==> config.mk <==
export PLATFORM = sky130hd
export DESIGN_NAME = pip_ctrl
export DESIGN_NICKNAME = d
export VERILOG_FILES = /design/src/rtl/core/pip_pkg.sv /design/src/rtl/core/pip_ctrl.sv
export SDC_FILE = /design/constraint.sdc
export NUM_CORES = 1
export LEC_CHECK = 0
export BUFFER_PORTS_ARGS = -buffer_cell sky130_fd_sc_hd__buf_2
export CELL_PAD_IN_SITES_DETAIL_PLACEMENT = 1
export CELL_PAD_IN_SITES_GLOBAL_PLACEMENT = 1
export CORE_AREA = 2 2 39 41
export CTS_BUF_LIST = sky130_fd_sc_hd__clkbuf_16
export CTS_CLUSTER_SIZE = 16
export DETAILED_ROUTE_END_ITERATION = 6
export DIE_AREA = 0 0 41 43
export GPL_ROUTABILITY_DRIVEN = 0
export PLACE_DENSITY_LB_ADDON = 0.1
export SYNTH_ARGS = -nofsm -noshare
export SYNTH_HDL_FRONTEND = slang
export SYNTH_SLANG_ARGS = --single-unit
==> constraint.sdc <==
create_clock -name clk -period 1.35 [get_ports clk]
set_clock_uncertainty 0.15 [all_clocks]
set_input_delay 0.2025 -clock clk [delete_from_list [all_inputs] [get_ports clk]]
set_output_delay 0.2025 -clock clk [all_outputs]
set_load 0.05 [all_outputs]
==> src/rtl/core/pip_pkg.sv <==
// ----------------------------------------------------------------------------
// pip_pkg
// Shared types and constants for the polygon crossing-parity block: the
// transaction payloads, the controller states and the control links between
// the controller and the datapath.
// ----------------------------------------------------------------------------
package pip_pkg;

  // Field widths of the transactions and the configuration register.
  localparam int COORD_W          = 16;
  localparam int IDX_W            = 6;
  localparam int VCOUNT_W         = 7;
  localparam int CNT_W            = 7;
  localparam int MAX_VERTICES_DEF = 64;

  // Operation codes carried in the func field.
  localparam logic FUNC_WRITE = 1'b0;
  localparam logic FUNC_QUERY = 1'b1;

  // Input transaction: a vertex write or a point query.
  typedef struct packed {
    logic                       func;
    logic [IDX_W-1:0]           vertex_index;
    logic signed [COORD_W-1:0]  point_x;
    logic signed [COORD_W-1:0]  point_y;
  } in_item_t;

  // Result transaction: crossing count and its parity.
  typedef struct packed {
    logic             inside_res;
    logic [CNT_W-1:0] crossing_count;
  } out_item_t;

  // Controller states.
  typedef enum logic [1:0] {
    ST_IDLE,
    ST_SWEEP,
    ST_DRAIN
  } state_t;

  // Commands from the controller to the datapath.
  typedef struct packed {
    logic wr_en;     // store the vertex of the accepted transaction
    logic start;     // capture the query point, clear count and read pointer
    logic rd_en;     // read the next vertex of the sweep
    logic load_out;  // copy the finished count into the result register
  } pip_cmd_t;

  // Status from the datapath to the controller.
  typedef struct packed {
    logic rd_last;   // the read issued now is the closing one
    logic n_zero;    // no vertices in use
    logic busy;      // side tests still in flight
  } pip_sts_t;

endpackage

==> src/rtl/core/pip_ctrl.sv <==
// ----------------------------------------------------------------------------
// pip_ctrl
// Controller for the polygon crossing-parity block. Accepts transactions,
// sequences the vertex sweep of a query and hands the result to the output.
// ----------------------------------------------------------------------------
module pip_ctrl
  import pip_pkg::*;
(
  input  logic     clk,
  input  logic     rst_n,
  input  logic     in_valid,
  input  logic     in_func,
  output logic     in_ready,
  output logic     out_valid,
  input  logic     out_ready,
  output pip_cmd_t cmd,
  input  pip_sts_t sts
);

  state_t state_r, state_nxt;
  logic   out_valid_r, out_valid_nxt;
  logic   in_acc;

  // State and result-valid registers.
  always_ff @(posedge clk) begin
    if (!rst_n) begin
      state_r     <= ST_IDLE;
      out_valid_r <= 1'b0;
    end else begin
      state_r     <= state_nxt;
      out_valid_r <= out_valid_nxt;
    end
  end

  assign in_ready  = (state_r == ST_IDLE);
  assign out_valid = out_valid_r;
  assign in_acc    = in_valid && in_ready;

  // Next state and commands.
  always_comb begin
    state_nxt     = state_r;
    out_valid_nxt = out_valid_r && !out_ready;
    cmd           = '0;
    case (state_r)
      ST_IDLE: begin
        if (in_acc) begin
          if (in_func == FUNC_QUERY) begin
            cmd.start = 1'b1;
            state_nxt = sts.n_zero ? ST_DRAIN : ST_SWEEP;
          end else begin
            cmd.wr_en = 1'b1;
          end
        end
      end
      ST_SWEEP: begin
        cmd.rd_en = 1'b1;
        if (sts.rd_last) begin
          state_nxt = ST_DRAIN;
        end
      end
      ST_DRAIN: begin
        // Hand over once the pipeline is empty and the result register is free.
        if (!sts.busy && (!out_valid_r || out_ready)) begin
          cmd.load_out  = 1'b1;
          out_valid_nxt = 1'b1;
          state_nxt     = ST_IDLE;
        end
      end
      default: begin
        state_nxt = ST_IDLE;
      end
    endcase
  end

endmodule

== After elaboration in Yosys (flattened, before gate mapping) ==
Index checks and enable logic that the tools add are counted.

* Register bits after elaboration: 3
* Input port bits: 8
* Output and inout bits: 6
* Logic and storage cells: 32

* Equal/unequal tests: 6
* Mux-type cells: 15
* Reductions and logical operators: 9

{| class="wikitable"
|+ Operators with widths
! operator !! count
|-
| 2-to-1 mux 2 bit || 7
|-
| 2-to-1 mux 1 bit || 7
|-
| inequality test 2 bit, second input constant || 3
|-
| one-hot mux 2 bit (3 select lines) || 1
|-
| AND reduction 4 bit || 1
|-
| logical AND 1 bit || 3
|-
| zero test 1 bit || 3
|-
| == test 2 x 1 -> 1 bit, second input constant || 1
|-
| == test 2 bit, second input constant || 1
|-
| zero test 2 bit || 1
|-
| inequality test 2 x 1 -> 1 bit, second input constant || 1
|-
| logical OR 1 bit || 1
|}

== Logic depth before layout (Yosys ltp) ==
Gate-level depths: netlist of run 1.

* Word-level depth: 5
* Depth in mapped cells: 4
* Gate-level depth less buffers: 3

== Least setup slack after synthesis of run 1 ==
OpenSTA, ideal clock, no wires.

* Kind: register to output
* Start: register state_r[0]
* End: output cmd[3] (netlist bit)
* Data arrival time: 2.079 ns
* Required time: 0.998 ns
* Path slack: -1.081 ns
* Cell stages (with the launch flop): 3
* Buffers on the path: 1
* Path through: dfxtp_1 > buf_6 > nor4b_1

{| class="wikitable"
|+ RTL lines
! what !! RTL line !! source
|-
| start, declared || pip_ctrl.sv:20 || <nowiki>state_t state_r, state_nxt;</nowiki>
|-
| start signal, assigned || pip_ctrl.sv:30 || <nowiki>state_r <= state_nxt;</nowiki>
|-
| end, declared || pip_ctrl.sv:16 || <nowiki>output pip_cmd_t cmd,</nowiki>
|}

==> impl_results.md, run 1 <==
* Status: finished with violations
* Failing checks: negative setup slack
* Clock Latency Late Sink at 0.22 ns
* Share of post-route cells with drive strength above 1 at 72.5%
* Number of CTS-inserted buffers at 3
* Unrepaired setup endpoints after global routing: yes
* Initial antenna violation count at 0
* Crit path DAT at 1.05 ns
* # fillers at 166
* # nets final at 49
* Total Routing Usage GR at 7.43%
* Final wirelength at 609 um
* Post-Syn Area at 193 um2
* PD cells at 1550 nW/um2
* Core Area at 1380 um2
* Syn avg cell area at 8.76 um2
* Fmax at 711 MHz
* Worst setup startpoint: state_r[1]$_SDFFE_PN0P_
* Avg WL per Cell at 10.9 um
* Layout Area Growth over Synthesis at 128%
* Vias/cell at 4.02
* H-Tree Depth at 1
* Grt total ovfl at 0
* Combinational share of power at 16.1%
* Seq cells post-synth at 3
* # hold bufs at CTS at 0
* Dpl hpwl at 476 um
* Seq/Total Area, Yosys at 31.2%
* CP Class: reg2out
* Slew headroom at 83.6%
* Max Slew Vio Count at 0
* Post-Synthesis Cells at 22
* Max_cap viols at 0
* Post-route insts no fill at 56
* Sequential Power Share at 14.9%
* R2R setup slack at 0.18 ns
* Peak VDD IR at 0.514 mV
* Die height at 43 um
* Remaining DRCs at 0
* CTS tree: built
* Clock power frac at 69.0%
* Switching Fraction at 23.6%
* Worst-path fanout max at 6
* Io pins at 14
* Rows at 14
* Tot Pwr at 0.679 mW
* # clock sinks at 3
* Router iterations before antenna repair at 1
* Largest net degree at the start of global routing at 7
* Setup crit end: cmd[3]
* Post-CTS setup buffers at 0
* Hold Fails Final Rpt at 0
* Placed cells at 52
* Die area at 1760 um2
* Min-delay worst type: in2reg
* DIE WIDTH at 41 um
* Critical path required time at 1.00 ns
* PortBufs at 13
* # setup viols final at 2
* Clk slew on worst S/H paths at 0.03 ns
* First-pass GRT wire length at 848 um
* Count of different cell masters after synthesis at 16
* Crit Reg-Reg Endpoint: state_r[1]$_SDFFE_PN0P_
* Iteration-0 DRC Markers at 0
* CP Capture Type: primary output
* Vias in the first global route at 204
* Internal power at 0.519 mW
* R2R cell count at 3
* YS warnings at 0
* Post-route ant nets at 0
* Clock buffer depth at 2
* Root Buffer: clkbuf_16
* R2R Path Start: state_r[0]$_SDFFE_PN0P_
* Final period utilization at 104%
* Fin crit period at 1.41 ns
* Synthesized Nets at 30
* Critical Path Source Type: flip-flop
* Final worst slack at -0.0567 ns
* Slew at the pin with the worst max-slew slack at 0.248 ns
* Antenna Cells at 0
* Net Switching at 0.160 mW
* Initial Utilization at 13.9%
* Leak Pwr at 0.190 nW
* Via count at 225
critical path, cell delays in order (launching register included):
cell	delay, ns
dfxtp_4	0.37
nor4b_4	0.27
buf_6	0.19
layout make-up:
class	instances	area [um2]	share of cell area [%]
Clock buffer	3	75.1	17.1
Clock inverter	1	3.75	0.855
Inverter	1	3.75	0.855
Multi-Input combinational cell	17	166	37.9
Sequential cell	3	68.8	15.7
Tap cell	16	20.0	4.56
Timing Repair Buffer	15	101	23.1
metal layers:
metal	vias to the layer above	share of wire [%]	wire (um)	track usage, %
li1	114	-	-	-
met1	99	43	263	9.00
met2	12	47	285	10.6
met3	0	9.9	60	4.71
met4	0	0	0	2.00
met5	-	0	0	0
synthesized netlist by cell type (all sizes together):
cell    number  area, um2
inv          1       3.75
nand2b       2       12.5
nor3         3       20.0
buf          1       11.3
nor2b        2       12.5
a21oi        1       5.00
nand4b       1       8.76
o31a         1       8.76
a221oi       1       15.0
o21a         1       7.51
nor4b        1       8.76
dfxtp        3       60.1
nor2         2       7.51
nand2        1       3.75
o21bai       1       7.51
through the flow:
stage          hold WS, ns  cell area, um2  TNS (ns)  setup WS (ns)  util (%)
2_1_floorplan        0.170             230    -0.337        -0.0929         -
3_3_place_gp         0.289             319         0        0.00383      23.1
3_5_place_dp         0.290             319   -0.0197        -0.0197      23.1
4_1_cts             0.0637             428    -0.113        -0.0648      30.9
5_1_grt             0.0696             439    -0.155        -0.0813      31.7
6_report            0.0611             439   -0.0862        -0.0567      31.7
state kept, by name, summed over array words and instances, names as in the netlist:
register / cells
state_r: 2
out_valid: 1
timing repair:
action / 4_1_cts / 5_1_grt
pin swaps: 1 / 0
gates cloned: 0 / 0
endpoints found under the setup margin: 5 / 4
resized for setup: 10 / 3
how the worst min path moves through the flow:
stage	startpoint	to	slack (ns)	cells past startpoint
2_1_floorplan	rst_n	out_valid$_SDFF_PN0_	0.17	1
3_3_place_gp	rst_n	out_valid$_SDFF_PN0_	0.29	2
5_1_grt	rst_n	out_valid$_SDFF_PN0_	0.07	2
3_5_place_dp	rst_n	out_valid$_SDFF_PN0_	0.29	2
6_report	rst_n	out_valid$_SDFF_PN0_	0.06	2
4_1_cts	rst_n	out_valid$_SDFF_PN0_	0.06	2
kinds of logic (layout without fill, tap and decap cells):
group | count (synthesis) | count (layout) | share of synthesized area [%]
AO/OA/AOI/OAI | 5 | 5 | 22.7
AND/OR/NAND/NOR | 12 | 12 | 38.3
buffers and inverters | 2 | 20 | 7.79
flip-flops | 3 | 3 | 31.2
power groups by stage:
stage / registers (mW) / logic, mW / clock network (mW)
after floorplan: 0.105 / 0.0655 / 0
after global placement: 0.102 / 0.0993 / 0
after detailed placement: 0.103 / 0.0986 / 0
after CTS: 0.103 / 0.108 / 0.473
after global routing: 0.102 / 0.116 / 0.485
final: 0.101 / 0.109 / 0.469
placed cells by master, fill, tap and decap left out, drive strengths merged:
cell    count
nor4b       1
buf        15
o21a        1
a221oi      1
a21oi       1
nand2b      2
clkbuf      3
dfxtp       3
nor3        3
nand4b      1
o31a        1
nor2b       2
nand2       1
inv         2
nor2        2
o21bai      1
Note: power is estimated with default switching activity, not from simulation.
==> run 2, diff against run 1 <==
--- a/config.mk
+++ b/config.mk
@@ -15,6 +15,7 @@
 export DIE_AREA = 0 0 41 43
 export GPL_ROUTABILITY_DRIVEN = 0
 export PLACE_DENSITY_LB_ADDON = 0.1
+export SKIP_LAST_GASP = 1
 export SYNTH_ARGS = -nofsm -noshare
 export SYNTH_HDL_FRONTEND = slang
 export SYNTH_SLANG_ARGS = --single-unit
==> run 2 against run 1 <==
  * The flow still finishes with violations (negative setup slack)
  * First-iteration DRC count unchanged
  * Wire length rose by 0.33%
  * Sequential power barely moved
  * Critical path type unchanged
  * Largest cell class unchanged
==> impl_results.md, run 2 (synthesis gave the netlist of run 1 again) <==
* Leak Pwr at 0.190 nW (about the same)
* Hold Fails Final Rpt at 0 (unchanged)
* Largest net degree at the start of global routing at 7 (unchanged)
* Router iterations before antenna repair at 1 (unchanged)
* Largest register FFs at 2 (unchanged)
* Slew headroom at 83.6% (unchanged)
* # fillers at 167 (was 166)
* R2R setup slack at 0.18 ns (about the same)
* Commonest cells after routing, fill and taps aside: buf_2, clkbuf_16, buf_6, buf_4 (unchanged)
* Setup WS pre-CTS at -0.0197 ns (unchanged)
* Post-route ant nets at 0 (unchanged)
* PortBufs at 13 (unchanged)
* Failing checks: negative setup slack (unchanged)
* CP Class: reg2out (unchanged)
* Worst setup startpoint: state_r[1]$_SDFFE_PN0P_ (unchanged)
* Share of post-route cells with drive strength above 1 at 72.5% (unchanged)
* Iteration-0 DRC Markers at 0 (unchanged)
* Max_cap viols at 0 (unchanged)
* Clock Latency Late Sink at 0.22 ns (about the same)
* Status: finished with violations (unchanged)
* CTS tree: built (unchanged)
* Remaining DRCs at 0 (unchanged)
* Number of CTS-inserted buffers at 3 (unchanged)
* Crit path DAT at 1.05 ns (about the same)
* Final period utilization at 104% (about the same)
* H-Tree Depth at 1 (unchanged)
* Die height at 43 um (unchanged)
* Initial Utilization at 13.9% (unchanged)
* Critical path required time at 1.00 ns (about the same)
* Clock buffer depth at 2 (unchanged)
* Total Routing Usage GR at 7.43% (unchanged)
* Worst hold start: rst_n (unchanged)
* DP Area at 319 um2 (unchanged)
* Dpl hpwl at 476 um (unchanged)
* Layout Area Growth over Synthesis at 125% (was 128%)
* Vias/cell at 4.02 (unchanged)
* Post-route insts no fill at 56 (unchanged)
* Worst-path fanout max at 6 (unchanged)
* R2R Path Start: state_r[0]$_SDFFE_PN0P_ (unchanged)
* Vias in the first global route at 206 (was 204)
* Top reg by flops: state_r (unchanged)
* Via count at 225 (unchanged)
* Critical Path Source Type: flip-flop (unchanged)
* Setup tns final at -0.0974 ns (was -0.0862 ns)
* PD cells at 1560 nW/um2 (was 1550 nW/um2)
* Fmax at 711 MHz (about the same)
* Fin crit period at 1.41 ns (about the same)
* First-pass GRT wire length at 848 um (unchanged)
* # clock sinks at 3 (unchanged)
* Final worst slack at -0.0567 ns (about the same)
* Antenna Cells at 0 (unchanged)
* Slew at the pin with the worst max-slew slack at 0.248 ns (unchanged)
* Io pins at 14 (unchanged)
* Unrepaired setup endpoints after global routing: yes (unchanged)
* DIE WIDTH at 41 um (unchanged)
* Final Instance Area at 434 um2 (was 439 um2)
* # nets final at 49 (unchanged)
* Die area at 1760 um2 (unchanged)
* Root Buffer: clkbuf_16 (unchanged)
* Commonest non-fill, non-tap cell in the layout: buf_2 (unchanged)
* Placed cells at 52 (unchanged)
* Min-delay worst type: in2reg (unchanged)
* Final wirelength at 611 um (was 609 um)
* Peak VDD IR at 0.514 mV (about the same)
* Grt total ovfl at 0 (unchanged)
* Tot Pwr at 0.678 mW (was 0.679 mW)
* Rows at 14 (unchanged)
* Clk slew on worst S/H paths at 0.03 ns (about the same)
* # setup viols final at 2 (unchanged)
* Max Slew Vio Count at 0 (unchanged)
* Initial antenna violation count at 0 (unchanged)
* Avg WL per Cell at 10.9 um (about the same)
* CP Capture Type: primary output (unchanged)
* Core Area at 1380 um2 (unchanged)
## run 2: cell count changes in the layout (fill, tap and decap cells not counted)
cell / previous run / this run
nor2b_2: 1 / 2
nor2b_4: 1 / 0
## run 2: what timing repair did
item                                   4_1_cts  5_1_grt
setup endpoints to repair                    5        4
hold buffers                                 0        0
endpoints found under the hold margin        0        0
pin swaps                                    1        0
setup buffers                                0        0
gates resized for setup                     10        2
## run 2: area by class of cell
type,instances,area (um2),share of cell area [%]
clock buffers,3,75.1,17.3
clock inverters,1,3.75,0.865
inverters,1,3.75,0.865
multi-input cells,17,161,37.2
flip-flops and latches,3,68.8,15.9
well taps,16,20.0,4.61
repair buffers,15,101,23.3
## run 2: final timing paths
path | end | depth (start not counted)
hold reg to reg | state_r[0]$_SDFFE_PN0P_ | 2
setup reg to reg | state_r[1]$_SDFFE_PN0P_ | 3
hold / removal | out_valid$_SDFF_PN0_ | 2
setup / recovery | cmd[3] | 2
## run 2: metrics by stage
step / utilization (%) / hold slack [ns]
final: 31.4 / 0.0609
after global routing: 31.4 / 0.0696
after CTS: 30.9 / 0.0637
after detailed placement: 23.1 / 0.290
after global placement: 23.1 / 0.289
after floorplan: - / 0.170
## run 2: metal layers
layer / wire length, um / track usage, %
met5: 0 / 0
met4: 0 / 2.00
met3: 60 / 4.71
met2: 286 / 10.6
met1: 265 / 9.00
## run 2: power by group
| group | total, mW | leakage, nW | internal (mW) | switching (mW) |
|---|---|---|---|---|
| clock | 0.468 | 0.0423 | 0.383 | 0.0859 |
| sequential | 0.101 | 0.0264 | 0.0923 | 0.00894 |
| combinational | 0.108 | 0.121 | 0.0434 | 0.0650 |
## run 2: critical path, stage by stage, from the launching register on
cell and delay (ns):
dfxtp_4 0.37, nor4b_4 0.27, buf_6 0.19
